==> src/rtl/xrr_pkg.sv <==
// Shared types, constants and the xor-shift step function for the
// xorshift range random core. No dependencies.
`timescale 1ns / 1ps

package xrr_pkg;

	localparam int WORD_W      = 64;
	localparam int STEP_N      = 7;
	localparam int STEP_W      = $clog2(STEP_N);
	localparam int DIV_CNT_W   = $clog2(WORD_W);
	localparam int QUEUE_DEPTH = 2;
	localparam int QUEUE_AW    = $clog2(QUEUE_DEPTH);
	localparam int QUEUE_CW    = $clog2(QUEUE_DEPTH + 1);

	typedef logic [WORD_W-1:0] word_t;

	localparam word_t SEED_RESET = WORD_W'(1);
	localparam logic [STEP_W-1:0] STEP_LAST = STEP_W'(STEP_N - 1);
	localparam logic [DIV_CNT_W-1:0] DIV_LAST = DIV_CNT_W'(WORD_W - 1);

	// How the back end builds the result
	typedef enum logic [1:0] {
		KIND_MOD,   // lo + state mod span
		KIND_BOUND, // equal bounds: the bound itself
		KIND_RAW    // span wrapped to zero: raw state
	} kind_t;

	typedef struct packed {
		kind_t kind;
		word_t lo;
		word_t span;
		word_t state;
	} job_t;

	// One of the seven xor-shift steps of an advance
	function automatic word_t xs_step(word_t s, logic [STEP_W-1:0] idx);
		word_t r;
		case (idx)
			3'd0: r = s ^ (s >> 5);
			3'd1: r = s ^ (s << 10);
			3'd2: r = s ^ (s >> 17);
			3'd3: r = s ^ (s << 3);
			3'd4: r = s ^ (s >> 12);
			3'd5: r = s ^ (s << 9);
			3'd6: r = s ^ (s >> 8);
			default: r = s;
		endcase
		return r;
	endfunction

endpackage

==> src/rtl/xrr_if.sv <==
// Valid/ready channel interfaces for request and result beats.
// Depends on xrr_pkg.
`timescale 1ns / 1ps

interface xrr_req_if;
	import xrr_pkg::*;
	logic  valid;
	logic  ready;
	word_t low_bound;
	word_t high_bound;

	modport source (output valid, output low_bound, output high_bound, input ready);
	modport sink   (input valid, input low_bound, input high_bound, output ready);
endinterface

interface xrr_rsp_if;
	import xrr_pkg::*;
	logic  valid;
	logic  ready;
	word_t random_value;

	modport source (output valid, output random_value, input ready);
	modport sink   (input valid, input random_value, output ready);
endinterface

==> src/rtl/xrr_front.sv <==
// Front end: takes request beats, orders the bounds, advances the generator
// one xor-shift step per cycle and hands a job to the queue. Uses xrr_pkg, xrr_if.
`timescale 1ns / 1ps

module xrr_front (
	input  logic          clk,
	input  logic          arst_n,
	xrr_req_if.sink       req,
	input  logic          cfg_we,
	input  xrr_pkg::word_t cfg_wdata,
	output logic          job_valid,
	output xrr_pkg::job_t job,
	input  logic          job_ready
);
	import xrr_pkg::*;

	typedef enum logic [1:0] {F_IDLE, F_CLASS, F_STEP, F_PUSH} fstate_t;

	fstate_t           fstate_q;
	word_t             seed_q;
	word_t             gen_q;
	logic              seeded_q;
	word_t             lo_q;
	word_t             hi_q;
	logic              equal_q;
	logic [1:0]        adv_q;
	logic [STEP_W-1:0] step_q;

	logic  swapped;
	word_t span;

	assign swapped = lo_q > hi_q;
	assign span    = hi_q - lo_q + WORD_W'(1);

	always_ff @(posedge clk or negedge arst_n) begin
		if (!arst_n) begin
			fstate_q <= F_IDLE;
			seed_q   <= SEED_RESET;
			gen_q    <= '0;
			seeded_q <= 1'b0;
			lo_q     <= '0;
			hi_q     <= '0;
			equal_q  <= 1'b0;
			adv_q    <= '0;
			step_q   <= '0;
		end else begin
			if (cfg_we) begin
				seed_q <= cfg_wdata;
			end
			case (fstate_q)
				F_IDLE: begin
					if (req.valid) begin
						lo_q     <= req.low_bound;
						hi_q     <= req.high_bound;
						fstate_q <= F_CLASS;
					end
				end
				F_CLASS: begin
					equal_q <= (lo_q == hi_q);
					step_q  <= '0;
					if (swapped) begin
						lo_q <= hi_q;
						hi_q <= lo_q;
					end
					// first advance after reset is a plain seed load
					if (!seeded_q) begin
						gen_q    <= seed_q;
						seeded_q <= 1'b1;
						adv_q    <= swapped ? 2'd1 : 2'd0;
						fstate_q <= swapped ? F_STEP : F_PUSH;
					end else begin
						adv_q    <= swapped ? 2'd2 : 2'd1;
						fstate_q <= F_STEP;
					end
				end
				F_STEP: begin
					gen_q <= xs_step(gen_q, step_q);
					if (step_q == STEP_LAST) begin
						step_q <= '0;
						adv_q  <= adv_q - 2'd1;
						if (adv_q == 2'd1) begin
							fstate_q <= F_PUSH;
						end
					end else begin
						step_q <= step_q + STEP_W'(1);
					end
				end
				F_PUSH: begin
					if (job_ready) begin
						fstate_q <= F_IDLE;
					end
				end
				default: fstate_q <= F_IDLE;
			endcase
		end
	end

	assign req.ready = (fstate_q == F_IDLE);
	assign job_valid = (fstate_q == F_PUSH);

	always_comb begin
		job.lo    = lo_q;
		job.span  = span;
		job.state = gen_q;
		if (equal_q) begin
			job.kind = KIND_BOUND;
		end else if (span == '0) begin
			job.kind = KIND_RAW;
		end else begin
			job.kind = KIND_MOD;
		end
	end

endmodule

==> src/rtl/xrr_queue.sv <==
// Two-entry job queue between front and back ends.
// Uses xrr_pkg.
`timescale 1ns / 1ps

module xrr_queue (
	input  logic          clk,
	input  logic          arst_n,
	input  logic          in_valid,
	output logic          in_ready,
	input  xrr_pkg::job_t in_job,
	output logic          out_valid,
	input  logic          out_ready,
	output xrr_pkg::job_t out_job
);
	import xrr_pkg::*;

	job_t                slots_q [QUEUE_DEPTH];
	logic [QUEUE_AW-1:0] wr_ptr_q;
	logic [QUEUE_AW-1:0] rd_ptr_q;
	logic [QUEUE_CW-1:0] cnt_q;

	logic push;
	logic pop;

	assign in_ready  = (cnt_q != QUEUE_CW'(QUEUE_DEPTH));
	assign out_valid = (cnt_q != '0);
	assign out_job   = slots_q[rd_ptr_q];
	assign push      = in_valid && in_ready;
	assign pop       = out_valid && out_ready;

	always_ff @(posedge clk) begin
		if (push) begin
			slots_q[wr_ptr_q] <= in_job;
		end
	end

	always_ff @(posedge clk or negedge arst_n) begin
		if (!arst_n) begin
			wr_ptr_q <= '0;
			rd_ptr_q <= '0;
			cnt_q    <= '0;
		end else begin
			if (push) begin
				wr_ptr_q <= wr_ptr_q + QUEUE_AW'(1);
			end
			if (pop) begin
				rd_ptr_q <= rd_ptr_q + QUEUE_AW'(1);
			end
			if (push && !pop) begin
				cnt_q <= cnt_q + QUEUE_CW'(1);
			end else if (pop && !push) begin
				cnt_q <= cnt_q - QUEUE_CW'(1);
			end
		end
	end

endmodule

==> src/rtl/xrr_back.sv <==
// Back end: radix-2 restoring remainder, one bit per cycle, then the
// final add into the range and the output register. Uses xrr_pkg, xrr_if.
`timescale 1ns / 1ps

module xrr_back (
	input  logic          clk,
	input  logic          arst_n,
	input  logic          job_valid,
	output logic          job_ready,
	input  xrr_pkg::job_t job,
	xrr_rsp_if.source     rsp
);
	import xrr_pkg::*;

	typedef enum logic [1:0] {B_IDLE, B_DIV, B_DONE} bstate_t;

	bstate_t              bstate_q;
	word_t                lo_q;
	word_t                span_q;
	word_t                num_q;
	logic [WORD_W:0]      rem_q;
	logic [DIV_CNT_W-1:0] cnt_q;
	logic                 out_valid_q;
	word_t                out_data_q;

	logic [WORD_W:0] rem_sh;
	logic            fits;
	word_t           sum;
	logic            out_load;

	assign rem_sh = {rem_q[WORD_W-1:0], num_q[WORD_W-1]};
	assign fits   = (rem_sh >= {1'b0, span_q});
	assign sum    = lo_q + rem_q[WORD_W-1:0];

	// result register is free or empties this cycle
	assign out_load = (bstate_q == B_DONE) && (!out_valid_q || rsp.ready);

	assign job_ready        = (bstate_q == B_IDLE);
	assign rsp.valid        = out_valid_q;
	assign rsp.random_value = out_data_q;

	always_ff @(posedge clk or negedge arst_n) begin
		if (!arst_n) begin
			bstate_q    <= B_IDLE;
			lo_q        <= '0;
			span_q      <= '0;
			num_q       <= '0;
			rem_q       <= '0;
			cnt_q       <= '0;
			out_valid_q <= 1'b0;
			out_data_q  <= '0;
		end else begin
			if (out_load) begin
				out_data_q  <= sum;
				out_valid_q <= 1'b1;
			end else if (rsp.valid && rsp.ready) begin
				out_valid_q <= 1'b0;
			end
			case (bstate_q)
				B_IDLE: begin
					if (job_valid) begin
						cnt_q <= '0;
						case (job.kind)
							KIND_BOUND: begin
								lo_q     <= job.lo;
								rem_q    <= '0;
								bstate_q <= B_DONE;
							end
							KIND_RAW: begin
								lo_q     <= '0;
								rem_q    <= {1'b0, job.state};
								bstate_q <= B_DONE;
							end
							default: begin
								lo_q     <= job.lo;
								span_q   <= job.span;
								num_q    <= job.state;
								rem_q    <= '0;
								bstate_q <= B_DIV;
							end
						endcase
					end
				end
				B_DIV: begin
					rem_q <= fits ? (rem_sh - {1'b0, span_q}) : rem_sh;
					num_q <= num_q << 1;
					cnt_q <= cnt_q + DIV_CNT_W'(1);
					if (cnt_q == DIV_LAST) begin
						bstate_q <= B_DONE;
					end
				end
				B_DONE: begin
					if (out_load) begin
						bstate_q <= B_IDLE;
					end
				end
				default: bstate_q <= B_IDLE;
			endcase
		end
	end

endmodule

==> src/rtl/xorshift_range_random_core.sv <==
// Top level of the xorshift range random core: front end, job queue and
// remainder back end. Uses xrr_pkg, xrr_if, xrr_front, xrr_queue, xrr_back.
`timescale 1ns / 1ps

// Each request beat carries two 64-bit bounds in either order and yields one
// result beat holding a pseudo-random value in the inclusive range between
// them. The generator state is loaded from the seed register by the first
// request after reset; every later advance runs seven xor-shift steps, one
// per cycle. Swapped bounds advance the generator twice, equal bounds return
// the bound, and the full 64-bit range returns the raw state. A seed write
// only matters before the first request after reset. The front end steps
// the generator for each request and queues up to two jobs ahead of the
// back end, which runs the one-bit-per-cycle restoring remainder for a
// ranged result and skips it for equal bounds or the full range. Each end
// takes a new request or job only once it has handed on the last one, so
// sustained throughput of ranged results is set by the remainder loop.

module xorshift_range_random_core (
	input  logic           clk,
	input  logic           arst_n,
	xrr_req_if.sink        req,
	xrr_rsp_if.source      rsp,
	input  logic           cfg_we,
	input  xrr_pkg::word_t cfg_wdata
);
	import xrr_pkg::*;

	// front end to queue
	logic f_job_valid;
	logic f_job_ready;
	job_t f_job;

	// queue to back end
	logic b_job_valid;
	logic b_job_ready;
	job_t b_job;

	xrr_front u_front (
		.clk       (clk),
		.arst_n    (arst_n),
		.req       (req),
		.cfg_we    (cfg_we),
		.cfg_wdata (cfg_wdata),
		.job_valid (f_job_valid),
		.job       (f_job),
		.job_ready (f_job_ready)
	);

	// lets the front end run ahead while a long remainder is in flight
	xrr_queue u_queue (
		.clk       (clk),
		.arst_n    (arst_n),
		.in_valid  (f_job_valid),
		.in_ready  (f_job_ready),
		.in_job    (f_job),
		.out_valid (b_job_valid),
		.out_ready (b_job_ready),
		.out_job   (b_job)
	);

	xrr_back u_back (
		.clk       (clk),
		.arst_n    (arst_n),
		.job_valid (b_job_valid),
		.job_ready (b_job_ready),
		.job       (b_job),
		.rsp       (rsp)
	);

endmodule

==> src/flat_wrapper.sv <==
// flat-port wrapper written by rule: the top's interface ports become plain ports
module xorshift_range_random_core_flat import xrr_pkg::*;
  (clk, arst_n, cfg_we, cfg_wdata, req_valid, req_low_bound, req_high_bound, req_ready, rsp_valid, rsp_random_value, rsp_ready);
  xrr_req_if req_i ();
  xrr_rsp_if rsp_i ();
  input  logic clk;
  input  logic arst_n;
  input  logic cfg_we;
  input  xrr_pkg::word_t cfg_wdata;
  input wire logic [$bits(req_i.valid)-1:0] req_valid;
  input wire logic [$bits(req_i.low_bound)-1:0] req_low_bound;
  input wire logic [$bits(req_i.high_bound)-1:0] req_high_bound;
  output wire logic [$bits(req_i.ready)-1:0] req_ready;
  output wire logic [$bits(rsp_i.valid)-1:0] rsp_valid;
  output wire logic [$bits(rsp_i.random_value)-1:0] rsp_random_value;
  input wire logic [$bits(rsp_i.ready)-1:0] rsp_ready;
  assign req_i.valid = req_valid;
  assign req_i.low_bound = req_low_bound;
  assign req_i.high_bound = req_high_bound;
  assign req_ready = req_i.ready;
  assign rsp_valid = rsp_i.valid;
  assign rsp_random_value = rsp_i.random_value;
  assign rsp_i.ready = rsp_ready;
  xorshift_range_random_core u_core (.clk(clk), .arst_n(arst_n), .req(req_i), .rsp(rsp_i), .cfg_we(cfg_we), .cfg_wdata(cfg_wdata));
endmodule
==> config.mk <==
export PLATFORM = sky130hd
export DESIGN_NAME = xorshift_range_random_core_flat
export DESIGN_NICKNAME = d
export VERILOG_FILES = /design/src/rtl/xrr_pkg.sv /design/src/rtl/xrr_if.sv /design/src/rtl/xrr_front.sv /design/src/rtl/xrr_queue.sv /design/src/rtl/xrr_back.sv /design/src/rtl/xorshift_range_random_core.sv /design/src/flat_wrapper.sv
export SDC_FILE = /design/constraint.sdc
export NUM_CORES = 2
export LEC_CHECK = 0
export BUFFER_PORTS_ARGS = -buffer_cell sky130_fd_sc_hd__buf_4
export CAP_MARGIN = 40
export CORE_MARGIN = 3
export CORE_UTILIZATION = 30
export CTS_CLUSTER_DIAMETER = 100
export DETAILED_ROUTE_END_ITERATION = 7
export MAX_ROUTING_LAYER = met4
export PLACE_DENSITY = 0.51
export RECOVER_POWER = 25
export SETUP_SLACK_MARGIN = 0.05
export SYNTH_ARGS = -nofsm -noshare
export SYNTH_HDL_FRONTEND = slang
export SYNTH_SLANG_ARGS = --single-unit
export TNS_END_PERCENT = 10
==> constraint.sdc <==
create_clock -name clk -period 8.9 [get_ports clk]
set_input_delay 0.445 -clock clk [delete_from_list [all_inputs] [get_ports clk]]
set_output_delay 0.445 -clock clk [all_outputs]
set_load 0.02 [all_outputs]
# [Word level (Yosys, flattened, before mapping)]
# Memories as Yosys holds them, arrays and structs flattened.
# Cells that the tools add are included.
[totals] ram_bits=388 latchBits=0 elab_cells=146 romBits=0 inputBits=197 n_memories=1 reg_bits=598 out_inout_bits=66
[mem_list] memory="u_core.u_queue.slots_q" depth=2 word_bits=194 rd=1 rd_ports_with_merged_regs=0 wr=1 line="xrr_queue.sv:17" text="job_t slots_q [QUEUE_DEPTH];"
[classes] n_reduce_logical=30 n_bitwise=8 mux=46 mul=0 n_addsub=11 n_eq_ne=28 div=0 magnitude_cmp=2 shift=0
[ops] cell="$mux 64" count=11
[ops] cell="$pmux 64 s2" count=5
[ops] cell="$pmux 64 s7" count=1
[ops] cell="$xor 64x64->64" count=3
[ops] cell="$sub 64x64->64" count=2
[ops] cell="$ge 65x64->1" count=1
[ops] cell="$add 64x1->64 const B" count=1
[ops] cell="$add 64x64->64" count=1
[ops] cell="$eq 64x64->1" count=1
[ops] cell="$gt 64x64->1" count=1
[ops] cell="$logic_not 64->1" count=1
[ops] cell="$xor 64x47->64" count=1
[ops] cell="$xor 64x52->64" count=1
[ops] cell="$xor 64x56->64" count=1
[ops] cell="$xor 64x59->64" count=1
[ops] cell="$mux 2" count=15
[ops] cell="$ne 2x2->1 const B" count=10
[ops] cell="$reduce_and 3->1" count=5
[ops] cell="$pmux 6 s2" count=1
[ops] cell="$reduce_bool 2->1" count=6
[ops] cell="$eq 3x3->1 const B" count=3
[ops] cell="$eq 2x1->1 const B" count=4
[ops] cell="$eq 2x2->1 const B" count=4
[ops] cell="$ne 8x2->1 const B" count=1
[ops] cell="other kinds (25)" count=44

# [Logic depth before layout (Yosys ltp)]
[depth] depth_word=6 depth_mapped=19 depth_no_buf=19

# [By module]
# Synthesis repeated with hierarchy kept, for this count alone.
[unflattened] cells_unflattened=6248 area_unflattened_um2=60589.4
[modules_own_cells] mod="xrr_front" seq_area_each_um2=6632.6 area_per_inst_um2=24059.3 cells_per_inst=2932 instances=1
[modules_own_cells] mod="xrr_back" seq_area_each_um2=8232.9 area_per_inst_um2=21714.6 cells_per_inst=2694 instances=1
[modules_own_cells] mod="xrr_queue" seq_area_each_um2=11751.3 area_per_inst_um2=14815.5 cells_per_inst=622 instances=1

# [Worst setup path before layout]
# Ideal clock, no wire load.
[synth_timing] path_kind="reg-to-reg" from="reg u_core.u_front.fstate_q[1]" to="mem u_core.u_queue.slots_q[0][0] (netlist name), enable pin" path_slack_ns=-0.532 setup_ns=0.751 synth_period_minus_slack_ns=9.432 arrival_ns=8.682 required_ns=8.149 stages_incl_launch_ff=4 n_path_buf=0 cell_sequence="dfrtp_1 -> ha_1 -> nand2_1 -> nor2_1"
[synth_via] elab_chain_len=4
[synth_lines] element="from (decl)" line="xrr_front.sv:19" text="fstate_t fstate_q;"
[synth_lines] element="from (signal assigned)" line="xrr_front.sv:70" text="fstate_q <= swapped ? F_STEP : F_PUSH;"
[synth_lines] element="$eq 2x2->1" line="xrr_front.sv:99" text="assign job_valid = (fstate_q == F_PUSH);"
[synth_lines] element="$logic_and 1x1->1" line="xrr_queue.sv:28" text="assign push = in_valid && in_ready;"
[synth_lines] element="$mux 1" line="xrr_queue.sv:32" text="if (push) begin"
[synth_lines] element="$mux 1 (implied by the code)" line="xrr_queue.sv:33" text="slots_q[wr_ptr_q] <= in_job;"
[synth_lines] element="to (decl)" line="xrr_queue.sv:17"
# No other way between the ends.

==> flow_summary_export.csv <==
group,metric,value,unit
cells_and_area,layout-drive-gt1-share,13.3,%
route,drt_iter0_drc,4558,
yosys,syn_nets,6310,
sta,hold_ws,94.8,ps
worst_setup_path,reg2reg_from,"u_core.u_front.lo_q[1]$_DFFE_PN0P_",
yosys,ys.flop_type,"dfrtp_1",
grt,grt_max_degree,140,
route,wl,195,mm
clock_tree,cts_setup_buffers,0,
worst_setup_path,timing.rr.end,"u_core.u_queue.slots_q[1][193]$_DFFE_PP_",
power_and_ir_drop,power_density,312,nW/um^2
grt,grt_usage,19.9,%
sta,setup_viol,0,
power_and_ir_drop,p_seq_share,36.0,%
yosys,synth_warnings,0,
sta,fin_setup_tns,0,ps
worst_hold_path,whs_endpoint,"u_core.u_front.hi_q[63]$_DFFE_PN0P_",
placed_design,globalplace.congestion,0.917,
floorplanning,core,189000,sq um
sta,drv_slew,396,
clock_tree,cts_root_buffer,"clkbuf_16",
power_and_ir_drop,comb_power_share,41.6,%
worst_setup_path,arrival,6280,ps
worst_setup_path,cp_max_fo,130,
power_and_ir_drop,internal_power,12.0,mW
yosys,yosysMostFrequentCell,"dfrtp_1",
floorplanning,start_util,30.3,%
yosys,ys_seq_area_share,46.5,%
worst_setup_path,end_kind,"async pin",
worst_setup_path,start_kind,"primary input",
clock_tree,ctsResizeCount,0,
yosys,synth_cells,5788,
floorplanning,die_h,443,microns
clock_tree,insertion_delay,770,ps
cells_and_area,nFillCells,18900,
clock_tree,cts_max_level,3,
clock_tree,cts_buffers,116,
worst_setup_path,critPathKind,"primary input to async pin",
clock_tree,path_clk_slew,60,ps
cells_and_area,nets,6532,
grt,grt_pass1_wl,297,mm
route,firstDrtPassIters,8,
worst_hold_path,hold_class,"primary input to flop",
outcome,status,"complete, but fails checks",
route,viasPerCell,5.40,
grt,grt_pass1_vias,46200,
power_and_ir_drop,p_sw,8.92,mW
floorplanning,num_rows,159,
clock_tree,cts_tree,"yes",
floorplanning,ios,263,
sta,max_freq,160,MHz
power_and_ir_drop,clockPowerShare,22.4,%
yosys,ys_ff_latch,986,
sta,hold_viol,0,
yosys,async_reset_ff_share,60.6,%
route,wl_per_cell,22.7,microns
placed_design,hpwl,137,mm
power_and_ir_drop,p_leak,28.9,nW
power_and_ir_drop,irDropWorstVdd,0.342,mV
route,drc_errors,5,
worst_setup_path,critical_path_buf_inv_count,3,
power_and_ir_drop,switching_share,42.6,%
sta,relSlewSlack,-140,%
sta,fin_worst_skew,73.5,ps
route,final_antenna_net_count,0,
yosys,ys_top_cells_by_area,"dfrtp_1 26%, edfxtp_1 20%, ha_1 7.0%, o21ai_0 4.8%, a21oi_1 3.7%",
worst_setup_path,r2r.worst_path.cells,18,
worst_setup_path,worst_ep_required_time,8920,ps
worst_setup_path,r2r_slack,2890,ps
yosys,synth_top_area_cell,"dfrtp_1",
worst_setup_path,slowest_delay,2600,ps
sta,tightestPinTransition,3600,ps
clock_tree,cts_sinks,986,
yosys,synth_common_cells,"597 x dfrtp_1, 553 x o21ai_0, 516 x nand2_1",
yosys,synth_edf_count,388,
sta,min_period,6270,ps
cells_and_area,area_growth_syn_to_layout,17.4,%
placed_design,io_buffers,262,
worst_hold_path,hp-start,"req_high_bound[63]",
yosys,synth_cell_type_count,92,
yosys,synth_area,57300,sq um
route,dr_total_vias,46500,
worst_hold_path,holdPathStages,3,
outcome,violations,"design-rule violations, max-capacitance violations, max-slew violations",
grt,grt_overflow,0,
yosys,synth_top_area_share,26.1,%
floorplanning,die_area,196000,sq um
sta,fin_crit_sh,70.4,%
placed_design,placed_area,61600,sq um
cells_and_area,stdcell_area,67200,sq um
floorplanning,fp.dieW,443,microns
yosys,syn_area_per_cell,9.90,sq um
clock_tree,cts_max_path_buffers,3,
sta,rsz0062_at_grt,"false",
worst_setup_path,critical_path.cell_chain,"dlygate4sd3_1 > clkbuf_1 > clkbuf_2",
grt,antenna_found_initial,5,
worst_setup_path,slowest_stage,"clkbuf_2",
flow_run,cap_violations,6,
worst_setup_path,path_delay_family,"buffers and inverters",
==> stage by stage <==
step	util, %	total power [mW]	std cells	worst slack, ps
5_1_grt	35.6	22.2	8607	1660
3_3_place_gp	32.5	15.9	8182	3080
6_report	35.6	20.9	8608	2630
3_5_place_dp	32.6	16.1	8197	2990
4_1_cts	35.6	21.0	8606	2920
2_1_floorplan	-	13.1	5788	2750
==> cell usage in the layout, fill, tap and decap left out, drive strengths merged, types with 19 or more instances in the layout <==
master       synthesis  routed
a21oi              420     420
xnor2              122     122
a31oi               31      31
nand4               57      57
mux2               113     113
edfxtp             388     388
a22o                30      30
o221ai              26      26
o31ai               83      83
o21bai              38      38
a221o               47      47
a22oi               27      27
inv                272     279
nor4                40      40
xor2               122     122
nor2               318     318
and3                19      19
o22ai              105     105
a211oi              26      26
nand2              516     516
nor2b               26      26
clkinv               2      35
a222oi              40      40
dlygate4sd3          0     190
dfrtp              597     597
o211ai              42      42
buf                 53     332
mux2i              200     200
nand3              194     194
clkbuf             370     174
ha                 322     322
a221oi              29      29
nor3                86      86
o221a              132     132
nand2b              30      30
o21ai              556     556
a21o               113     113
==> final cells by class <==
class                      count  area (sq um)  share of cell area [%]
antenna                        2          5.00                 0.00744
clock buffer                 167          3270                    4.86
clock inverter                52           478                   0.711
inverter                     274          1030                    1.53
multi-input combinational   4103         28100                    41.9
sequential                   986         26600                    39.6
tap                         2495          3120                    4.64
timing repair buffer         529          4580                    6.81
==> metal layers <==
metal	vias to the layer above	global-route usage (%)	part of all wire (%)
li1	21900	-	-
met1	22800	26.4	44
met2	1514	31.7	47
met3	301	2.44	5.7
met4	0	6.26	3.1
met5	-	-	0
==> power by group through the flow <==
stage / combinational (mW) / clock, mW / sequential (mW)
CTS: 8.66 / 4.83 / 7.48
detailed placement: 8.54 / 0 / 7.57
global placement: 8.41 / 0 / 7.53
floorplan: 6.29 / 0 / 6.77
global route: 9.55 / 5.01 / 7.61
finish: 8.72 / 4.70 / 7.54
==> registers in the layout, summed over array words and instances, names as in the netlist, 3 cells and up <==
name and count:
u_core.u_back.lo_q 64, u_core.u_back.span_q 64, u_core.u_front.lo_q 64, u_core.u_back.rsp.random_value 64
u_core.u_queue.slots_q 388, u_core.u_back.num_q 64, u_core.u_back.rem_q 64, u_core.u_back.cnt_q 6
u_core.u_front.seed_q 64, u_core.u_front.step_q 3, u_core.u_front.hi_q 64, u_core.u_front.gen_q 64
==> kinds of logic after synthesis <==
kind of cell	Yosys count	synth area share [%]
buffers and inverters	699	4.65
XOR/XNOR	244	3.73
multiplexers	313	5.72
AO/OA/AOI/OAI	1854	21.4
AND/OR/NAND/NOR	1361	10.7
flip-flops	986	46.5
adder cells (fa/ha/maj)	331	7.25
==> worst reg2reg max path: cells and delay by family, from the launching register on <==
kind | cells | cell delay (ps)
adders and majority gates | 3 | 920
and+or+nand+nor | 10 | 3810
DFF | 1 | 430
xor gates and xnor gates | 1 | 130
buffers and inverters | 2 | 130
AOI/OAI and AO/OA | 2 | 370
==> worst max-delay path by stage <==
stage / from / endpoint / slack (ps) / depth (start not counted)
2_1_floorplan: u_core.u_front.fstate_q[1]$_DFFE_PN0P_ / u_core.u_queue.slots_q[0][0]$_DFFE_PP_ / 2750 / 3
3_3_place_gp: u_core.u_front.lo_q[1]$_DFFE_PN0P_ / u_core.u_queue.slots_q[0][193]$_DFFE_PP_ / 3080 / 18
3_5_place_dp: u_core.u_front.lo_q[1]$_DFFE_PN0P_ / u_core.u_queue.slots_q[0][193]$_DFFE_PP_ / 2990 / 18
4_1_cts: u_core.u_front.lo_q[1]$_DFFE_PN0P_ / u_core.u_queue.slots_q[0][193]$_DFFE_PP_ / 2920 / 18
5_1_grt: arst_n / u_core.u_back.rsp.random_value[2]$_DFFE_PN0P_ / 1660 / 3
6_report: arst_n / u_core.u_back.rsp.random_value[2]$_DFFE_PN0P_ / 2630 / 3
==> timing repair <==
action	CTS	global route
setup endpoints to repair	0	0
endpoints found under the hold margin	232	0
hold buffers	190	0
Note: power is estimated with default switching activity, not from simulation.
